[src/hw/rtl/tabx_pkg.sv]
// Package for the tab expander: widths, character codes, register indexes,
// controller states and the command/status structs between controller and datapath.
// No dependencies.
package tabx_pkg;

   // field and counter widths
   localparam int CHAR_W     = 8;
   localparam int COUNT_W    = 16;
   localparam int TABW_W     = 7;
   localparam int MAX_TAB    = 64;
   localparam int MAX_RES    = 64;
   localparam int REM_W      = $clog2(MAX_TAB);
   localparam int STEP_W     = $clog2(COUNT_W);
   localparam int CSR_IDX_W  = 1;
   localparam int CSR_DATA_W = 16;

   // character codes
   localparam logic [CHAR_W-1:0] CH_NUL   = 8'h00;
   localparam logic [CHAR_W-1:0] CH_TAB   = 8'h09;
   localparam logic [CHAR_W-1:0] CH_SPACE = 8'h20;

   // spaces allowed for a tab that also ends the string (room for the done transfer)
   localparam logic [TABW_W-1:0] END_TAB_CAP = TABW_W'(MAX_RES - 1);

   // register indexes
   localparam logic [CSR_IDX_W-1:0] CSR_TAB_WIDTH = 1'b0;
   localparam logic [CSR_IDX_W-1:0] CSR_OUT_LIMIT = 1'b1;

   // register reset values
   localparam logic [TABW_W-1:0]  TAB_WIDTH_RST = 7'd8;
   localparam logic [COUNT_W-1:0] OUT_LIMIT_RST = 16'hFFFF;

   typedef enum logic [2:0] {
      ST_IDLE,
      ST_DIVIDE,
      ST_TAB_LOAD,
      ST_EMIT,
      ST_DONE
   } tabx_state_type;

   // controller to datapath
   typedef struct packed {
      logic capture;
      logic div_step;
      logic tab_load;
      logic emit;
      logic set_ovf;
      logic done_load;
   } tabx_cmd_type;

   // datapath to controller
   typedef struct packed {
      logic in_is_nul;
      logic in_is_tab;
      logic in_ends;
      logic ovf;
      logic div_last;
      logic fits;
      logic last_char;
      logic ends;
      logic out_free;
   } tabx_sts_type;

endpackage

[src/hw/rtl/tabx_chan_if.sv]
// Stream interfaces for the tab expander: request and response channels.
// Depends on tabx_pkg for the field widths.
interface tabx_req_if
   import tabx_pkg::*;
   ();
   logic              valid;
   logic              ready;
   logic [CHAR_W-1:0] in_char;
   logic              end_of_string;

   modport source (output valid, output in_char, output end_of_string, input ready);
   modport sink   (input valid, input in_char, input end_of_string, output ready);
endinterface

interface tabx_rsp_if
   import tabx_pkg::*;
   ();
   logic               valid;
   logic               ready;
   logic [CHAR_W-1:0]  out_char;
   logic               run_last;
   logic               is_done;
   logic [COUNT_W-1:0] total_len;
   logic               overflow;

   modport source (output valid, output out_char, output run_last, output is_done,
                   output total_len, output overflow, input ready);
   modport sink   (input valid, input out_char, input run_last, input is_done,
                   input total_len, input overflow, output ready);
endinterface

[src/hw/rtl/tab_expander_unit.sv]
// Top level of the tab expander: controller plus datapath on two stream channels.
// Depends on tabx_pkg, tabx_chan_if, tabx_ctrl and tabx_datapath.
//
// Bytes of a string come in on req_ch and characters go out on rsp_ch, one per
// transfer, with a done transfer carrying the length and overflow flag at the end
// of each string (NUL or end_of_string). An ordinary byte is accepted and then
// emitted. A dropped byte (after overflow) is only accepted. A tab works out the
// tab-stop remainder one bit per cycle over the 16-bit column count, then loads
// the space count and emits each space. A string end adds the done transfer.
// The response register lets the next byte be accepted while the last character
// still waits on rsp_ch; while rsp_ch stalls, emission stalls with it.
// csr_index 0 writes tab_width, 1 writes out_limit; write only while idle.
module tab_expander_unit
   import tabx_pkg::*;
(
   input  logic                  clock,
   input  logic                  reset,
   tabx_req_if.sink              req_ch,
   tabx_rsp_if.source            rsp_ch,
   input  logic                  csr_we,
   input  logic [CSR_IDX_W-1:0]  csr_index,
   input  logic [CSR_DATA_W-1:0] csr_wdata
);

   tabx_cmd_type cmd;
   tabx_sts_type sts;

   tabx_ctrl u_ctrl (
      .clock     (clock),
      .reset     (reset),
      .req_valid (req_ch.valid),
      .req_ready (req_ch.ready),
      .sts       (sts),
      .cmd       (cmd)
   );

   tabx_datapath u_datapath (
      .clock     (clock),
      .reset     (reset),
      .csr_we    (csr_we),
      .csr_index (csr_index),
      .csr_wdata (csr_wdata),
      .in_char   (req_ch.in_char),
      .in_eos    (req_ch.end_of_string),
      .cmd       (cmd),
      .sts       (sts),
      .rsp_ready (rsp_ch.ready),
      .rsp_valid (rsp_ch.valid),
      .rsp_char  (rsp_ch.out_char),
      .rsp_last  (rsp_ch.run_last),
      .rsp_done  (rsp_ch.is_done),
      .rsp_len   (rsp_ch.total_len),
      .rsp_ovf   (rsp_ch.overflow)
   );

endmodule

[src/hw/rtl/tabx_ctrl.sv]
// Controller of the tab expander: sequences accept, tab-stop remainder,
// space emission and the done transfer. Depends on tabx_pkg.
module tabx_ctrl
   import tabx_pkg::*;
(
   input  logic         clock,
   input  logic         reset,
   input  logic         req_valid,
   output logic         req_ready,
   input  tabx_sts_type sts,
   output tabx_cmd_type cmd
);

   tabx_state_type state_ff, state_in;
   logic           accept;

   assign req_ready = (state_ff == ST_IDLE);
   assign accept    = req_valid && req_ready;

   // hold state
   always_ff @(posedge clock) begin
      if (reset) begin
         state_ff <= ST_IDLE;
      end else begin
         state_ff <= state_in;
      end
   end

   // next state
   always_comb begin
      state_in = state_ff;
      unique case (state_ff)
         ST_IDLE: begin
            if (accept) begin
               if (sts.in_is_nul || sts.ovf) begin
                  state_in = sts.in_ends ? ST_DONE : ST_IDLE;
               end else if (sts.in_is_tab) begin
                  state_in = ST_DIVIDE;
               end else begin
                  state_in = ST_EMIT;
               end
            end
         end
         ST_DIVIDE: begin
            if (sts.div_last) begin
               state_in = ST_TAB_LOAD;
            end
         end
         ST_TAB_LOAD: begin
            state_in = ST_EMIT;
         end
         ST_EMIT: begin
            if (!sts.fits) begin
               state_in = sts.ends ? ST_DONE : ST_IDLE;
            end else if (sts.out_free && sts.last_char) begin
               state_in = sts.ends ? ST_DONE : ST_IDLE;
            end
         end
         ST_DONE: begin
            if (sts.out_free) begin
               state_in = ST_IDLE;
            end
         end
         default: begin
            state_in = ST_IDLE;
         end
      endcase
   end

   // commands
   always_comb begin
      cmd = '0;
      unique case (state_ff)
         ST_IDLE: begin
            cmd.capture = accept;
         end
         ST_DIVIDE: begin
            cmd.div_step = 1'b1;
         end
         ST_TAB_LOAD: begin
            cmd.tab_load = 1'b1;
         end
         ST_EMIT: begin
            cmd.emit    = sts.fits && sts.out_free;
            cmd.set_ovf = !sts.fits;
         end
         ST_DONE: begin
            cmd.done_load = sts.out_free;
         end
         default: begin
            cmd = '0;
         end
      endcase
   end

endmodule

[src/hw/rtl/tabx_datapath.sv]
// Datapath of the tab expander: configuration registers, column counter,
// bit-serial tab-stop remainder, space counter and the response register.
// Depends on tabx_pkg.
module tabx_datapath
   import tabx_pkg::*;
(
   input  logic                  clock,
   input  logic                  reset,
   input  logic                  csr_we,
   input  logic [CSR_IDX_W-1:0]  csr_index,
   input  logic [CSR_DATA_W-1:0] csr_wdata,
   input  logic [CHAR_W-1:0]     in_char,
   input  logic                  in_eos,
   input  tabx_cmd_type          cmd,
   output tabx_sts_type          sts,
   input  logic                  rsp_ready,
   output logic                  rsp_valid,
   output logic [CHAR_W-1:0]     rsp_char,
   output logic                  rsp_last,
   output logic                  rsp_done,
   output logic [COUNT_W-1:0]    rsp_len,
   output logic                  rsp_ovf
);

   logic [TABW_W-1:0]  tab_width_ff;
   logic [COUNT_W-1:0] out_limit_ff;
   logic [COUNT_W-1:0] count_ff;
   logic               ovf_ff;
   logic [CHAR_W-1:0]  char_ff;
   logic               ends_ff;
   logic [REM_W-1:0]   rem_ff, rem_in;
   logic [STEP_W-1:0]  step_ff;
   logic [TABW_W-1:0]  left_ff;

   logic               rsp_valid_ff;
   logic [CHAR_W-1:0]  rsp_char_ff;
   logic               rsp_last_ff;
   logic               rsp_done_ff;
   logic [COUNT_W-1:0] rsp_len_ff;
   logic               rsp_ovf_ff;

   logic [TABW_W-1:0]  tabw_eff;
   logic [TABW_W-1:0]  rem_trial;
   logic [TABW_W-1:0]  rem_sub;
   logic [TABW_W-1:0]  tab_cnt;
   logic [COUNT_W:0]   count_next;
   logic               next_fails;
   logic               in_is_nul;
   logic               in_is_tab;
   logic               out_free;

   // configuration writes
   always_ff @(posedge clock) begin
      if (reset) begin
         tab_width_ff <= TAB_WIDTH_RST;
         out_limit_ff <= OUT_LIMIT_RST;
      end else if (csr_we) begin
         unique case (csr_index)
            CSR_TAB_WIDTH: tab_width_ff <= csr_wdata[TABW_W-1:0];
            CSR_OUT_LIMIT: out_limit_ff <= csr_wdata[COUNT_W-1:0];
            default: ;
         endcase
      end
   end

   // clamp the tab width into one to MAX_TAB
   always_comb begin
      if (tab_width_ff == '0) begin
         tabw_eff = TABW_W'(1);
      end else if (tab_width_ff > TABW_W'(MAX_TAB)) begin
         tabw_eff = TABW_W'(MAX_TAB);
      end else begin
         tabw_eff = tab_width_ff;
      end
   end

   // one restoring step of count modulo tab width, most significant bit first
   always_comb begin
      rem_trial = {rem_ff, count_ff[step_ff]};
      rem_sub   = rem_trial - tabw_eff;
      rem_in    = (rem_trial >= tabw_eff) ? rem_sub[REM_W-1:0] : rem_trial[REM_W-1:0];
   end

   assign tab_cnt    = tabw_eff - {1'b0, rem_ff};
   assign count_next = {1'b0, count_ff} + (COUNT_W+1)'(1);
   assign next_fails = count_next >= {1'b0, out_limit_ff};
   assign in_is_nul  = (in_char == CH_NUL);
   assign in_is_tab  = (in_char == CH_TAB);
   assign out_free   = !rsp_valid_ff || rsp_ready;

   // item capture, remainder and space counter
   always_ff @(posedge clock) begin
      if (cmd.capture) begin
         char_ff <= in_is_tab ? CH_SPACE : in_char;
         ends_ff <= in_eos || in_is_nul;
         rem_ff  <= '0;
         step_ff <= STEP_W'(COUNT_W - 1);
         left_ff <= TABW_W'(1);
      end else if (cmd.div_step) begin
         rem_ff  <= rem_in;
         step_ff <= step_ff - STEP_W'(1);
      end else if (cmd.tab_load) begin
         left_ff <= (ends_ff && tab_cnt > END_TAB_CAP) ? END_TAB_CAP : tab_cnt;
      end else if (cmd.emit) begin
         left_ff <= left_ff - TABW_W'(1);
      end
   end

   // column counter and sticky overflow
   always_ff @(posedge clock) begin
      if (reset) begin
         count_ff <= '0;
         ovf_ff   <= 1'b0;
      end else if (cmd.done_load) begin
         count_ff <= '0;
         ovf_ff   <= 1'b0;
      end else begin
         if (cmd.emit) begin
            count_ff <= count_next[COUNT_W-1:0];
         end
         if (cmd.set_ovf) begin
            ovf_ff <= 1'b1;
         end
      end
   end

   // response register: load on emit or done, drop valid once transferred
   always_ff @(posedge clock) begin
      if (reset) begin
         rsp_valid_ff <= 1'b0;
      end else if (cmd.emit || cmd.done_load) begin
         rsp_valid_ff <= 1'b1;
      end else if (rsp_ready) begin
         rsp_valid_ff <= 1'b0;
      end
   end

   always_ff @(posedge clock) begin
      if (cmd.emit) begin
         rsp_char_ff <= char_ff;
         rsp_last_ff <= !ends_ff && ((left_ff == TABW_W'(1)) || next_fails);
         rsp_done_ff <= 1'b0;
         rsp_len_ff  <= '0;
         rsp_ovf_ff  <= 1'b0;
      end else if (cmd.done_load) begin
         rsp_char_ff <= CH_NUL;
         rsp_last_ff <= 1'b1;
         rsp_done_ff <= 1'b1;
         rsp_len_ff  <= count_ff;
         rsp_ovf_ff  <= ovf_ff;
      end
   end

   // status
   always_comb begin
      sts.in_is_nul = in_is_nul;
      sts.in_is_tab = in_is_tab;
      sts.in_ends   = in_eos || in_is_nul;
      sts.ovf       = ovf_ff;
      sts.div_last  = (step_ff == '0);
      sts.fits      = count_ff < out_limit_ff;
      sts.last_char = (left_ff == TABW_W'(1));
      sts.ends      = ends_ff;
      sts.out_free  = out_free;
   end

   assign rsp_valid = rsp_valid_ff;
   assign rsp_char  = rsp_char_ff;
   assign rsp_last  = rsp_last_ff;
   assign rsp_done  = rsp_done_ff;
   assign rsp_len   = rsp_len_ff;
   assign rsp_ovf   = rsp_ovf_ff;

endmodule
[src/flat_wrapper.sv]
// flat-port wrapper written by rule: the top's interface ports become plain ports
module tab_expander_unit_flat import tabx_pkg::*;
  (clock, reset, csr_we, csr_index, csr_wdata, req_ch_valid, req_ch_in_char, req_ch_end_of_string, req_ch_ready, rsp_ch_valid, rsp_ch_out_char, rsp_ch_run_last, rsp_ch_is_done, rsp_ch_total_len, rsp_ch_overflow, rsp_ch_ready);
  tabx_req_if req_ch_i ();
  tabx_rsp_if rsp_ch_i ();
  input  logic clock;
  input  logic reset;
  input  logic csr_we;
  input  logic [CSR_IDX_W-1:0] csr_index;
  input  logic [CSR_DATA_W-1:0] csr_wdata;
  input wire logic [$bits(req_ch_i.valid)-1:0] req_ch_valid;
  input wire logic [$bits(req_ch_i.in_char)-1:0] req_ch_in_char;
  input wire logic [$bits(req_ch_i.end_of_string)-1:0] req_ch_end_of_string;
  output wire logic [$bits(req_ch_i.ready)-1:0] req_ch_ready;
  output wire logic [$bits(rsp_ch_i.valid)-1:0] rsp_ch_valid;
  output wire logic [$bits(rsp_ch_i.out_char)-1:0] rsp_ch_out_char;
  output wire logic [$bits(rsp_ch_i.run_last)-1:0] rsp_ch_run_last;
  output wire logic [$bits(rsp_ch_i.is_done)-1:0] rsp_ch_is_done;
  output wire logic [$bits(rsp_ch_i.total_len)-1:0] rsp_ch_total_len;
  output wire logic [$bits(rsp_ch_i.overflow)-1:0] rsp_ch_overflow;
  input wire logic [$bits(rsp_ch_i.ready)-1:0] rsp_ch_ready;
  assign req_ch_i.valid = req_ch_valid;
  assign req_ch_i.in_char = req_ch_in_char;
  assign req_ch_i.end_of_string = req_ch_end_of_string;
  assign req_ch_ready = req_ch_i.ready;
  assign rsp_ch_valid = rsp_ch_i.valid;
  assign rsp_ch_out_char = rsp_ch_i.out_char;
  assign rsp_ch_run_last = rsp_ch_i.run_last;
  assign rsp_ch_is_done = rsp_ch_i.is_done;
  assign rsp_ch_total_len = rsp_ch_i.total_len;
  assign rsp_ch_overflow = rsp_ch_i.overflow;
  assign rsp_ch_i.ready = rsp_ch_ready;
  tab_expander_unit u_core (.clock(clock), .reset(reset), .req_ch(req_ch_i), .rsp_ch(rsp_ch_i), .csr_we(csr_we), .csr_index(csr_index), .csr_wdata(csr_wdata));
endmodule
[config.mk]
export PLATFORM = sky130hd
export DESIGN_NAME = tab_expander_unit_flat
export DESIGN_NICKNAME = d
export VERILOG_FILES = /design/src/hw/rtl/tabx_pkg.sv /design/src/hw/rtl/tabx_chan_if.sv /design/src/hw/rtl/tab_expander_unit.sv /design/src/hw/rtl/tabx_ctrl.sv /design/src/hw/rtl/tabx_datapath.sv /design/src/flat_wrapper.sv
export SDC_FILE = /design/constraint.sdc
export NUM_CORES = 1
export LEC_CHECK = 0
export BUFFER_PORTS_ARGS = -buffer_cell sky130_fd_sc_hd__buf_2
export CORE_ASPECT_RATIO = 1.4
export CORE_MARGIN = 4
export CORE_UTILIZATION = 40
export CTS_CLUSTER_SIZE = 25
export DETAILED_ROUTE_END_ITERATION = 12
export GPL_ROUTABILITY_DRIVEN = 0
export PLACE_DENSITY_LB_ADDON = 0.2
export SYNTH_ARGS = -nofsm -noshare
export SYNTH_HDL_FRONTEND = slang
export SYNTH_SLANG_ARGS = --single-unit
[constraint.sdc]
create_clock -name clock -period 6.32 [get_ports clock]
set_input_delay 0 -clock clock [delete_from_list [all_inputs] [get_ports clock]]
set_output_delay 0 -clock clock [all_outputs]
set_load 0.03 [all_outputs]
Word level (Yosys, flattened, before mapping). Cells that the tools add are included.

Add/sub/neg operators: 5. Equality and inequality tests: 10. Multiply operators: 0. Reduce and logical (&&, ||, !) cells: 25. Order comparisons: 6. Bitwise operators: 2. Divide/modulo/power cells: 0. Shifts and indexed selects: 0. Mux-type cells: 29.

Operators with widths (count): $mux W7 (5); $mux W3 (8); $add A16 B1 Y17 const B (1); $ge A17 B16 Y1 (1); $lt A16 B16 Y1 (1); $mux W8 (2); $pmux W3 S5 (1); $mux W1 (9); $eq A8 B4 Y1 const B (1); $logic_not A8 Y1 (1); $eq A7 B1 Y1 const B (1); $ge A7 B7 Y1 (1); $gt A7 B6 Y1 const B (1); $gt A7 B7 Y1 const B (1); $logic_not A7 Y1 (1); $sub A7 B1 Y7 const B (1); $sub A7 B6 Y7 (1); $eq A3 B2 Y1 const B (2); $mux W6 (1); $reduce_and A2 Y1 (3); $reduce_bool A2 Y1 (3); $sub A6 B6 Y6 (1); $logic_and A1 B1 Y1 (5); $logic_or A1 B1 Y1 (5); 15 further kinds (20).

Memories kept: 0. Memory bits (writable): 0. Register bits: 97. Bits of input ports: 31. ROM bits: 0. Output and inout bits: 29. Bits in latches: 0.

Longest topological paths before layout. Gate-level depths: netlist of run 1.

Depth in word-level cells: 8. Mapped depth: 14. Gate-level depth less buffers: 13.

Hierarchy. From an unflattened synthesis of run 1, not the netlist that was laid out.

Cells, all modules: 626. Area total of the unflattened synthesis: 5696.7 sq um.

Modules (own cells, without submodules): tabx_datapath (times used 1, area an instance 5406.4 sq um, cells each 591); tabx_ctrl (times used 1, area an instance 290.3 sq um, cells each 35).

Worst setup path after synthesis of run 1. OpenSTA, ideal clock, no wires.

Path type: reg2reg. Start: register u_core.u_datapath.step_ff[0]. End: register u_core.u_datapath.rem_ff[0]. Stages on the path, launching flop included: 11. Clock period less this slack: 3055 ps. Buffers on the path: 1. Arrival: 2985 ps. Path slack: 3265 ps. Data required time: 6250 ps. Cell sequence: dfxtp_1 -> buf_2 -> mux4_2 -> mux4_2 -> inv_1 -> ha_1 -> a311oi_1 -> a31oi_1 -> a211oi_2 -> mux2_2 -> a21oi_1.

Longest elaborated chain between the ends: 4.

Ends and longest elaborated chain: start: declaration (RTL line tabx_datapath.sv:32) `logic [STEP_W-1:0] step_ff;`; start signal: assignment (RTL line tabx_datapath.sv:97) `step_ff <= STEP_W'(COUNT_W - 1);`; start signal: assignment (RTL line tabx_datapath.sv:101) `step_ff <= step_ff - STEP_W'(1);`; $bmux W1 S4 * (RTL line tabx_datapath.sv:79) `rem_trial = {rem_ff, count_ff[step_ff]};`; $mux W1 (not written as such) * (RTL line tabx_datapath.sv:79); $sub A6 B6 Y6 / $ge A7 B7 Y1 (equally long branches) (RTL line tabx_datapath.sv:80, tabx_datapath.sv:81); $mux W6 * (RTL line tabx_datapath.sv:81) `rem_in = (rem_trial >= tabw_eff) ? rem_sub[REM_W-1:0] : rem_trial[REM_W-1:0];`; end signal: assignment (RTL line tabx_datapath.sv:100) `rem_ff <= rem_in;`; end: declaration (RTL line tabx_datapath.sv:31) `logic [REM_W-1:0] rem_ff, rem_in;`.

Mark *: on every way between the ends. The rest lies on a longest branch, timed or not. The select of a mux whose other input is x is not followed. A chain may end at the register's enable or synchronous reset.

Final worst setup path of run 1. Same ends and word-level chain as after synthesis.

==> results_dict.tcl, run 1 <==
set metrics [dict create \
    viasPerCell 5.64 \
    clk_latency_ns 0.35 \
    rsz0062_at_grt "no" \
    postRouteAntennaNets 0 \
    cts.clk_slew.worst_paths_ns 0.07 \
    top_usage_layer "met2" \
    wire_per_inst_um 17.5 \
    dieArea_sq_um 16700 \
    nFillCells 1431 \
    post_cts_buffers 0 \
    drive_gt1_share_pct 14.7 \
    area_delta_synth_final_pct 15.1 \
    critPathLaunchType "flip-flop" \
    antenna_cells 0 \
    ys_async_sr_fraction_pct 0 \
    period_minus_slack_ns 3.56 \
    yosysWarnings 0 \
    postSynthAreaPerCell_sq_um 8.61 \
    critPathKind "flip-flop to flip-flop" \
    grt_max_degree 32 \
    crit_path_max_fanout 7 \
    final_area_sq_um 6740 \
    fin_nets 812 \
    numClockSinks 97 \
    worst_slew_pin_slew_ns 0.973 \
    max_freq_ghz 0.281 \
    routed_wl_um 16200 \
    whs_ns 0.0259 \
    syn-cell-area_sq_um 5860 \
    antenna_found_initial 0 \
    hold_viol 0 \
    cts_root_buf "clkbuf_16" \
    die_h_um 151 \
    use_met3_pct 2.43 \
    fp.dieW_um 110 \
    p_per_area_nw_per_um2 315 \
    synth_seq_cells 97 \
    cp.arrival_ns 3.83 \
    first_iter_violations 230 \
    final_util_pct 46.7 \
    grt.overflow.total 0 \
    grt_usage_pct 20.0 \
    maxCapViolCount 0 \
    synth_seq_area_share_pct 36.2 \
    cp.required_ns 6.59 \
    io_buffers 59 \
    ir_drop_uv 209 \
    switching_share_pct 38.0 \
    clock_power_share_pct 24.7 \
    use_met1_pct 22.1 \
    core-area_sq_um 14400 \
    syn_nets 763 \
    drc 0 \
    grt_pass1_vias 5162 \
    hpwl_um 12100 \
    p_comb_share_pct 37.4 \
    fin_setup_tns_ns 0 \
    p_int_uw 1320 \
    slowest_delay_ns 0.58 \
    slew_viol_final 0 \
    synth_edf_count 18 \
    dr_total_vias 5206 \
    initial_core_util_pct 40.5 \
    final-setup-viol-count 0 \
    critPathMostFrequentCell "mux4_2" \
    p_leak_uw 0.00312 \
    hold_class "primary input to flip-flop" \
    cts_tree "done" \
    synthCells 680 \
    synth_flop_cell "dfxtp_1" \
    fin_skew_ns 0.0120 \
    io_pins 60 \
    min_period_over_period_pct 56.4 \
    htreeDepth 3 \
    crit_chain "mux4_2 -> mux4_2 -> inv_1 -> ha_1 -> nor2b_1 -> o21ai_0 -> a31oi_1 -> a211oi_2 -> mux2_2 -> a21oi_1" \
    grt_use_met2_pct 38.2 \
    synth_cell_types 60 \
    p_switching_uw 808 \
    end_kind "flip-flop" \
    cp_slowest_cell "mux4_2" \
    pwr-share-seq_pct 37.9 \
    drtPass1Iterations 5 \
    dpl-instance-area_sq_um 6240 \
    cts_buffers 9 \
    grt_pass1_wl_um 25600 \
    status "finished, final reports clean" \
    slew_headroom_pct 34.9 \
    cts_max_path_buffers 2 \
    rows 52 \
]
Yosys cell counts (all sizes together) (2+ instances only):
library cell,n,area share [%]
or4,5,0.64
a21boi,5,0.64
inv,41,2.6
nand2,84,5.4
xor2,13,1.9
or4b,2,0.41
mux2,2,0.38
o211ai,5,0.73
a2111oi,4,0.62
nor3,13,1.1
xnor2,11,1.6
buf,9,0.83
a221oi,2,0.30
nand3,18,1.5
nor2,32,2.1
and2,2,0.21
o31ai,4,0.51
nor3b,3,0.38
ha,50,11
nand2b,4,0.43
nor2b,10,1.1
and3,38,4.1
o21a,5,0.64
o311ai,2,0.30
nor4,5,0.53
a211o,17,2.5
a21oi,56,4.9
a31o,12,1.8
clkbuf,39,2.5
edfxtp,18,9.2
o21ai,21,1.8
fa,2,0.68
dfxtp,79,27
mux4,5,1.9
mux2i,6,1.0
a211oi,9,1.2
nand3b,2,0.26
a21o,5,0.64
nand4,9,0.96
a311oi,3,0.45
a31oi,17,1.8
worst paths after layout:
| kind | start | to | cells after the start | slack, ns |
|---|---|---|---|---|
| worst max-delay path | u_core.u_datapath.step_ff[0] | u_core.u_datapath.rem_ff[0] | 10 | 2.76 |
| worst min-delay path | csr_wdata[10] | u_core.u_datapath.out_limit_ff[10] | 3 | 0.03 |
| worst max register to register | u_core.u_datapath.step_ff[0] | u_core.u_datapath.rem_ff[0] | 10 | 2.76 |
| worst min register to register | u_core.u_datapath.rsp_len[3] | u_core.u_datapath.rsp_len[3] | 2 | 0.45 |
cells in the final DEF, fill, tap and decap left out, drive strengths merged, types with 18 or more instances in the layout:
master / instances
ha: 50
nand3: 18
nor2: 32
inv: 45
a21oi: 56
buf: 64
dfxtp: 79
o21ai: 21
edfxtp: 18
nand2: 84
dlygate4sd3: 22
and3: 38
metrics by stage:
stage               total power, uW  worst slack, ns  instances
floorplan                      1400             3.27        680
global placement               1580             2.92        885
detailed placement             1600             2.82        885
CTS                            2130             2.78        923
global route                   2250             2.50        923
finish                         2130             2.76        923
critical path, delay by kind of cell, from the launching register on:
kind                       cells  cell delay, ns
DFF                            1            0.55
buffers and inverters          1            0.10
AOI/OAI and AO/OA              4            1.06
adders and majority gates      1            0.19
and+or+nand+nor                1            0.07
muxes                          3            1.52
power groups by stage:
| stage | registers (uW) | clock network, uW | logic (uW) |
|---|---|---|---|
| after floorplan | 803 | 0 | 596 |
| after global placement | 815 | 0 | 764 |
| after detailed placement | 818 | 0 | 780 |
| after CTS | 805 | 536 | 795 |
| after global routing | 817 | 559 | 875 |
| final | 806 | 525 | 795 |
final cells by class:
type,count,area (sq um),area share (%)
Clock buffer,10,229,3.40
Clock inverter,6,47.5,0.706
Inverter,42,158,2.34
Multi-Input combinational cell,493,3390,50.4
Sequential cell,97,2120,31.5
Tap cell,189,236,3.51
Timing Repair Buffer,86,553,8.21
cell families after synthesis:
| family | after synthesis | share of synthesized area (%) |
|---|---|---|
| AO/OA/AOI/OAI | 174 | 20.0 |
| XOR/XNOR | 24 | 3.59 |
| adder cells (fa/ha/maj) | 52 | 11.4 |
| buffers and inverters | 90 | 6.02 |
| flip-flops | 97 | 36.2 |
| multiplexers | 13 | 3.33 |
| AND/OR/NAND/NOR | 230 | 19.5 |
routing by layer:
metal  vias to the layer above  share of wire [%]
met1                      2506                 39
li1                       2557                  -
met5                         -                  0
met4                         0                2.3
met2                       115                 55
met3                        28                3.2
flip-flops by register name (all words and copies together), names as in the netlist, 3 cells and up:
name and cells:
u_core.u_datapath.out_limit_ff 16, u_core.u_datapath.rsp_char 8, u_core.u_datapath.tab_width_ff 7, u_core.u_datapath.rsp_len 16, u_core.u_datapath.step_ff 4, u_core.u_ctrl.state_ff 3, u_core.u_datapath.left_ff 7, u_core.u_datapath.rem_ff 6
u_core.u_datapath.char_ff 8, u_core.u_datapath.count_ff 16
timing repair:
action / in CTS / in global routing
hold buffers: 22 / 0
endpoints found under the hold margin: 22 / 0
gates resized for setup: 0 / 0
No activity file was read; power rests on OpenSTA's default activity.
==> run 2, diff against run 1 <==
==> constraint.sdc (replaced) <==
create_clock -name clock -period 3.2 [get_ports clock]
set_input_delay 0 -clock clock [delete_from_list [all_inputs] [get_ports clock]]
set_output_delay 0 -clock clock [all_outputs]
set_load 0.03 [all_outputs]
==> run 2 against run 1 <==
  * Non-clock buffer count grew 33
  * Core utilization grew 2.2 points
  * First-iteration DRC count grew 13%
  * Wire length grew 2.0%
  * Cell count grew 3.6%
  * Cell area grew 4.8%
  * Clock-buffer cell count grew 1
  * Critical path depth shrank 1
  * Total power grew 110%
  * Via count grew 2.9%
  * Critical endpoint unchanged
  * Largest cell class unchanged
  * Highest routed layer unchanged
==> results_dict.tcl, run 2 (synthesis gave the netlist of run 1 again) <==
set metrics [dict create \
    hpwl_um 12400 \
    place_inst 917 \
    cts_max_path_buffers 2 \
    final-setup-viol-count 0 \
    dp_slack_ns 0.0175 \
    layout_common_cells "nand2_1, dfxtp_1, buf_2" \
    io_pins 60 \
    cts_tree "done" \
    end_kind "flip-flop" \
    hold_class "primary input to flip-flop" \
    numClockSinks 97 \
    total_power_uw 4380 \
    htreeDepth 3 \
    grt_pass1_vias 5287 \
    area_delta_synth_final_pct 20.6 \
    dr_total_vias 5355 \
    rsz0062_at_grt "yes" \
    maxCapViolCount 0 \
    crit_path_max_fanout 6 \
    cp.arrival_ns 3.33 \
    rrSetupSlack_ns 0.15 \
    p_per_area_nw_per_um2 621 \
    worst_slew_pin_slew_ns 0.796 \
    slew_headroom_pct 46.7 \
    cp.required_ns 3.47 \
    dieArea_sq_um 16700 \
    fin_skew_ns 0.0107 \
    critPathKind "flip-flop to flip-flop" \
    period_minus_slack_ns 3.05 \
    initial_core_util_pct 40.5 \
    grt.overflow.total 0 \
    drtPass1Iterations 4 \
    cts_root_buf "clkbuf_16" \
    final_util_pct 48.9 \
    clk_latency_ns 0.35 \
    antenna_found_initial 0 \
    routed_wl_um 16500 \
    slew_viol_final 0 \
    max_freq_ghz 0.327 \
    ir_drop_uv 469 \
    grt_max_degree 32 \
    drc 0 \
    io_buffers 59 \
    cts.clk_slew.worst_paths_ns 0.07 \
    fin_nets 845 \
    first_iter_violations 261 \
    fp.dieW_um 110 \
    rows 52 \
    fin_cells 956 \
    grt_usage_pct 20.4 \
    final_common_cell "nand2_1" \
    min_period_over_period_pct 95.4 \
    viasPerCell 5.60 \
    p_leak_uw 0.00331 \
    worst_slack_ns 0.146 \
    postRouteAntennaNets 0 \
    drive_gt1_share_pct 18.9 \
    critPathLaunchType "flip-flop" \
    cts_buffers 9 \
    grt_pass1_wl_um 26500 \
    die_h_um 151 \
    antenna_cells 0 \
    core-area_sq_um 14400 \
    hold_viol 0 \
    status "finished, final reports clean" \
    wire_per_inst_um 17.2 \
]
==> run 2: cell types whose count changed in the layout (fill, tap and decap cells not counted), sizes merged <==
cell    before  now
bufinv       0    1
inv         45   43
clkbuf      10   11
buf         64   97
==> run 2: area by class of cell <==
class,instances,area [sq um]
tap,189,236
sequential,97,2130
inverter,42,158
fill,1435,7380
clock inverter,5,63.8
clock buffer,11,243
timing repair buffer,119,826
multi-input combinational,493,3410
==> run 2: final timing paths <==
kind | start | to | depth (start not counted)
max reg2reg | u_core.u_datapath.count_ff[12] | u_core.u_datapath.rem_ff[0] | 9
max | u_core.u_datapath.count_ff[12] | u_core.u_datapath.rem_ff[0] | 9
min reg2reg | u_core.u_datapath.rsp_len[9] | u_core.u_datapath.rsp_len[9] | 2
min | csr_wdata[10] | u_core.u_datapath.out_limit_ff[10] | 3
==> run 2: stage by stage <==
step                TNS, ns  cell area [sq um]  hold WS [ns]
floorplan                 0               5860         0.124
global placement          0               6510         0.191
detailed placement        0               6510         0.195
CTS                       0               7040       0.00849
global route        -0.0232               7060        0.0184
finish                    0               7060        0.0210
==> run 2: timing repair <==
| item | CTS | global route |
|---|---|---|
| buffers inserted | 0 | 1 |
| hold buffers | 22 | 0 |
| pin swaps | 0 | 2 |
| hold endpoints to repair | 22 | 0 |
| resized for setup | 1 | 8 |
| setup endpoints to repair | 2 | 10 |
==> run 2: worst max-delay path, stage by stage, from the launching register on <==
cell and delay [ns]:
dfxtp_1 0.42, mux4_2 0.50, mux4_2 0.48, inv_1 0.11, ha_1 0.26, a311oi_2 0.22
a31oi_1 0.13, a211oi_2 0.32, mux2_2 0.38, a21oi_1 0.15
==> run 2: where the power goes <==
part | internal [uW] | switching [uW] | leakage [uW]
logic | 709 | 951 | 0.00235
clock network | 636 | 491 | 0.000147
registers | 1440 | 162 | 0.000814
total | 2780 | 1600 | 0.00331
==> run 2: layer usage <==
metal / vias up / wire (um) / GRT usage, %
met5: - / 0 / 0
met4: 0 / 381 / 6.41
met3: 26 / 585 / 2.90
met2: 127 / 9000 / 38.3
met1: 2579 / 6500 / 23.5
li1: 2623 / - / -
==> run 3, diff against run 2 <==
--- a/config.mk
+++ b/config.mk
@@ -9,6 +9,7 @@
 export CORE_ASPECT_RATIO = 1.4
 export CORE_MARGIN = 4
 export CORE_UTILIZATION = 40
+export CTS_BUF_LIST = sky130_fd_sc_hd__clkbuf_16
 export CTS_CLUSTER_SIZE = 25
 export DETAILED_ROUTE_END_ITERATION = 12
 export GPL_ROUTABILITY_DRIVEN = 0
==> run 3 against run 2 <==
  * Sequential cell count did not move
  * Clock-buffer cell count fell by 2
  * Core utilization fell by 0.069 points
  * Sequential power barely moved
  * Maximum frequency rose by 0.23%
  * Highest routed layer unchanged
==> results_dict.tcl, run 3 (synthesis gave the netlist of run 1 again) <==
set metrics [dict create \
    grt_pass1_wl_um 26400 \
    dr_total_vias 5343 \
    critPathKind "flip-flop to flip-flop" \
    fp.dieW_um 110 \
    cp.required_ns 3.47 \
    critPathLaunchType "flip-flop" \
    area_delta_synth_final_pct 20.4 \
    drc 0 \
    total_power_uw 4360 \
    end_kind "flip-flop" \
    grt.overflow.total 0 \
    fin_setup_tns_ns 0 \
    dieArea_sq_um 16700 \
    grt_max_degree 32 \
    worst_slew_pin_slew_ns 0.805 \
    io_pins 60 \
    grt_pass1_vias 5283 \
    fin_skew_ns 0.0112 \
    hold_class "primary input to flip-flop" \
    cts_max_path_buffers 2 \
    htreeDepth 3 \
    slew_headroom_pct 46.1 \
    die_h_um 151 \
    cts_buffers 9 \
    critPathMostFrequentCell "mux4_2" \
    fin_nets 845 \
    numClockSinks 97 \
    cp.arrival_ns 3.32 \
    max_freq_ghz 0.328 \
    pwr-share-seq_pct 36.7 \
    wire_per_inst_um 17.2 \
    core-area_sq_um 14400 \
    status "finished, final reports clean" \
    postRouteAntennaNets 0 \
    cts_root_buf "clkbuf_16" \
    crit_path_max_fanout 7 \
    rows 52 \
    clock_power_share_pct 25.2 \
    path_buf_inv 2 \
    ir_drop_uv 474 \
    min_period_over_period_pct 95.2 \
    crit_chain "buf_4 -> mux4_2 -> mux4_2 -> inv_1 -> ha_1 -> a311oi_2 -> a31oi_1 -> a211oi_2 -> mux2_2 -> a21oi_1" \
    io_buffers 59 \
    hpwl_um 12400 \
    viasPerCell 5.59 \
    slowest_delay_ns 0.48 \
    p_int_uw 2750 \
    cts_tree "done" \
    cts.clk_slew.worst_paths_ns 0.07 \
    switching_share_pct 36.8 \
    crit_family "multiplexers" \
    initial_core_util_pct 40.5 \
    maxCapViolCount 0 \
    p_leak_uw 0.00331 \
    drive_gt1_share_pct 18.9 \
    layout_common_cells "nand2_1, dfxtp_1, buf_2" \
    drtPass1Iterations 5 \
    grt_usage_pct 20.4 \
    hold_viol 0 \
    routed_wl_um 16400 \
    rsz0062_at_grt "yes" \
    antenna_cells 0 \
    p_per_area_nw_per_um2 618 \
    period_minus_slack_ns 3.05 \
    p_comb_share_pct 38.2 \
    place_inst 917 \
    cp_slowest_cell "mux4_2" \
    fin_cells 956 \
    clk_latency_ns 0.35 \
    final-setup-viol-count 0 \
    p_switching_uw 1600 \
    antenna_found_initial 0 \
    slew_viol_final 0 \
    final_common_cell "nand2_1" \
    first_iter_violations 292 \
]
[run 3: worst min-delay path: cells and delay by family]
kind / cells / cell delay (ns)
AO/OA/AOI/OAI: 1 / 0.11
buffers and inverters: 1 / 0.07
AND/OR/NAND/NOR: 1 / 0.15
[run 3: worst paths after layout]
check / startpoint / end / slack, ns / cells after the start
worst min-delay path: csr_wdata[10] / u_core.u_datapath.out_limit_ff[10] / 0.02 / 3
worst max register to register: u_core.u_datapath.count_ff[0] / u_core.u_datapath.rem_ff[0] / 0.15 / 10
worst min register to register: u_core.u_datapath.rsp_len[9] / u_core.u_datapath.rsp_len[9] / 0.45 / 2
worst max-delay path: u_core.u_datapath.count_ff[0] / u_core.u_datapath.rem_ff[0] / 0.15 / 10
[run 3: power by group through the flow]
stage	sequential [uW]	clock [uW]	combinational, uW
2_1_floorplan	1590	0	1180
3_3_place_gp	1610	0	1570
3_5_place_dp	1620	0	1600
4_1_cts	1590	1120	1630
5_1_grt	1620	1170	1830
6_report	1600	1100	1660
[run 3: area by class of cell]
cell class                      count  area, sq um
Sequential cell                    97         2130
Tap cell                          189          236
Fill cell                        1435         7390
Clock buffer                        9          225
Multi-Input combinational cell    493         3410
Timing Repair Buffer              119          826
Inverter                           42          158
Clock inverter                      7         71.3
[run 3: metrics by stage]
step | area [sq um] | util, % | hold WS (ns) | worst slack, ns
detailed placement | 6510 | 45.1 | 0.195 | 0.0175
floorplan | 5860 | - | 0.124 | 0.145
global route | 7050 | 48.8 | 0.0203 | -0.0232
CTS | 7030 | 48.6 | 0.0101 | 0.113
global placement | 6510 | 45.1 | 0.191 | 0.171
finish | 7050 | 48.8 | 0.0226 | 0.153
[run 3: repair_timing]
action	CTS	global route
hold endpoints to repair	22	0
hold buffers	22	0
setup endpoints to repair	2	10
gates resized for setup	1	8
pin swaps	0	2
buffers inserted	0	1
[run 3: per-layer routing]
metal	track usage (%)	up-vias	share of wire (%)	wire [um]
met2	38.2	123	55	9040
met3	2.90	22	3.5	574
met1	23.5	2571	40	6520
met4	6.41	0	1.8	302
li1	-	2627	-	-
met5	0	-	0	0
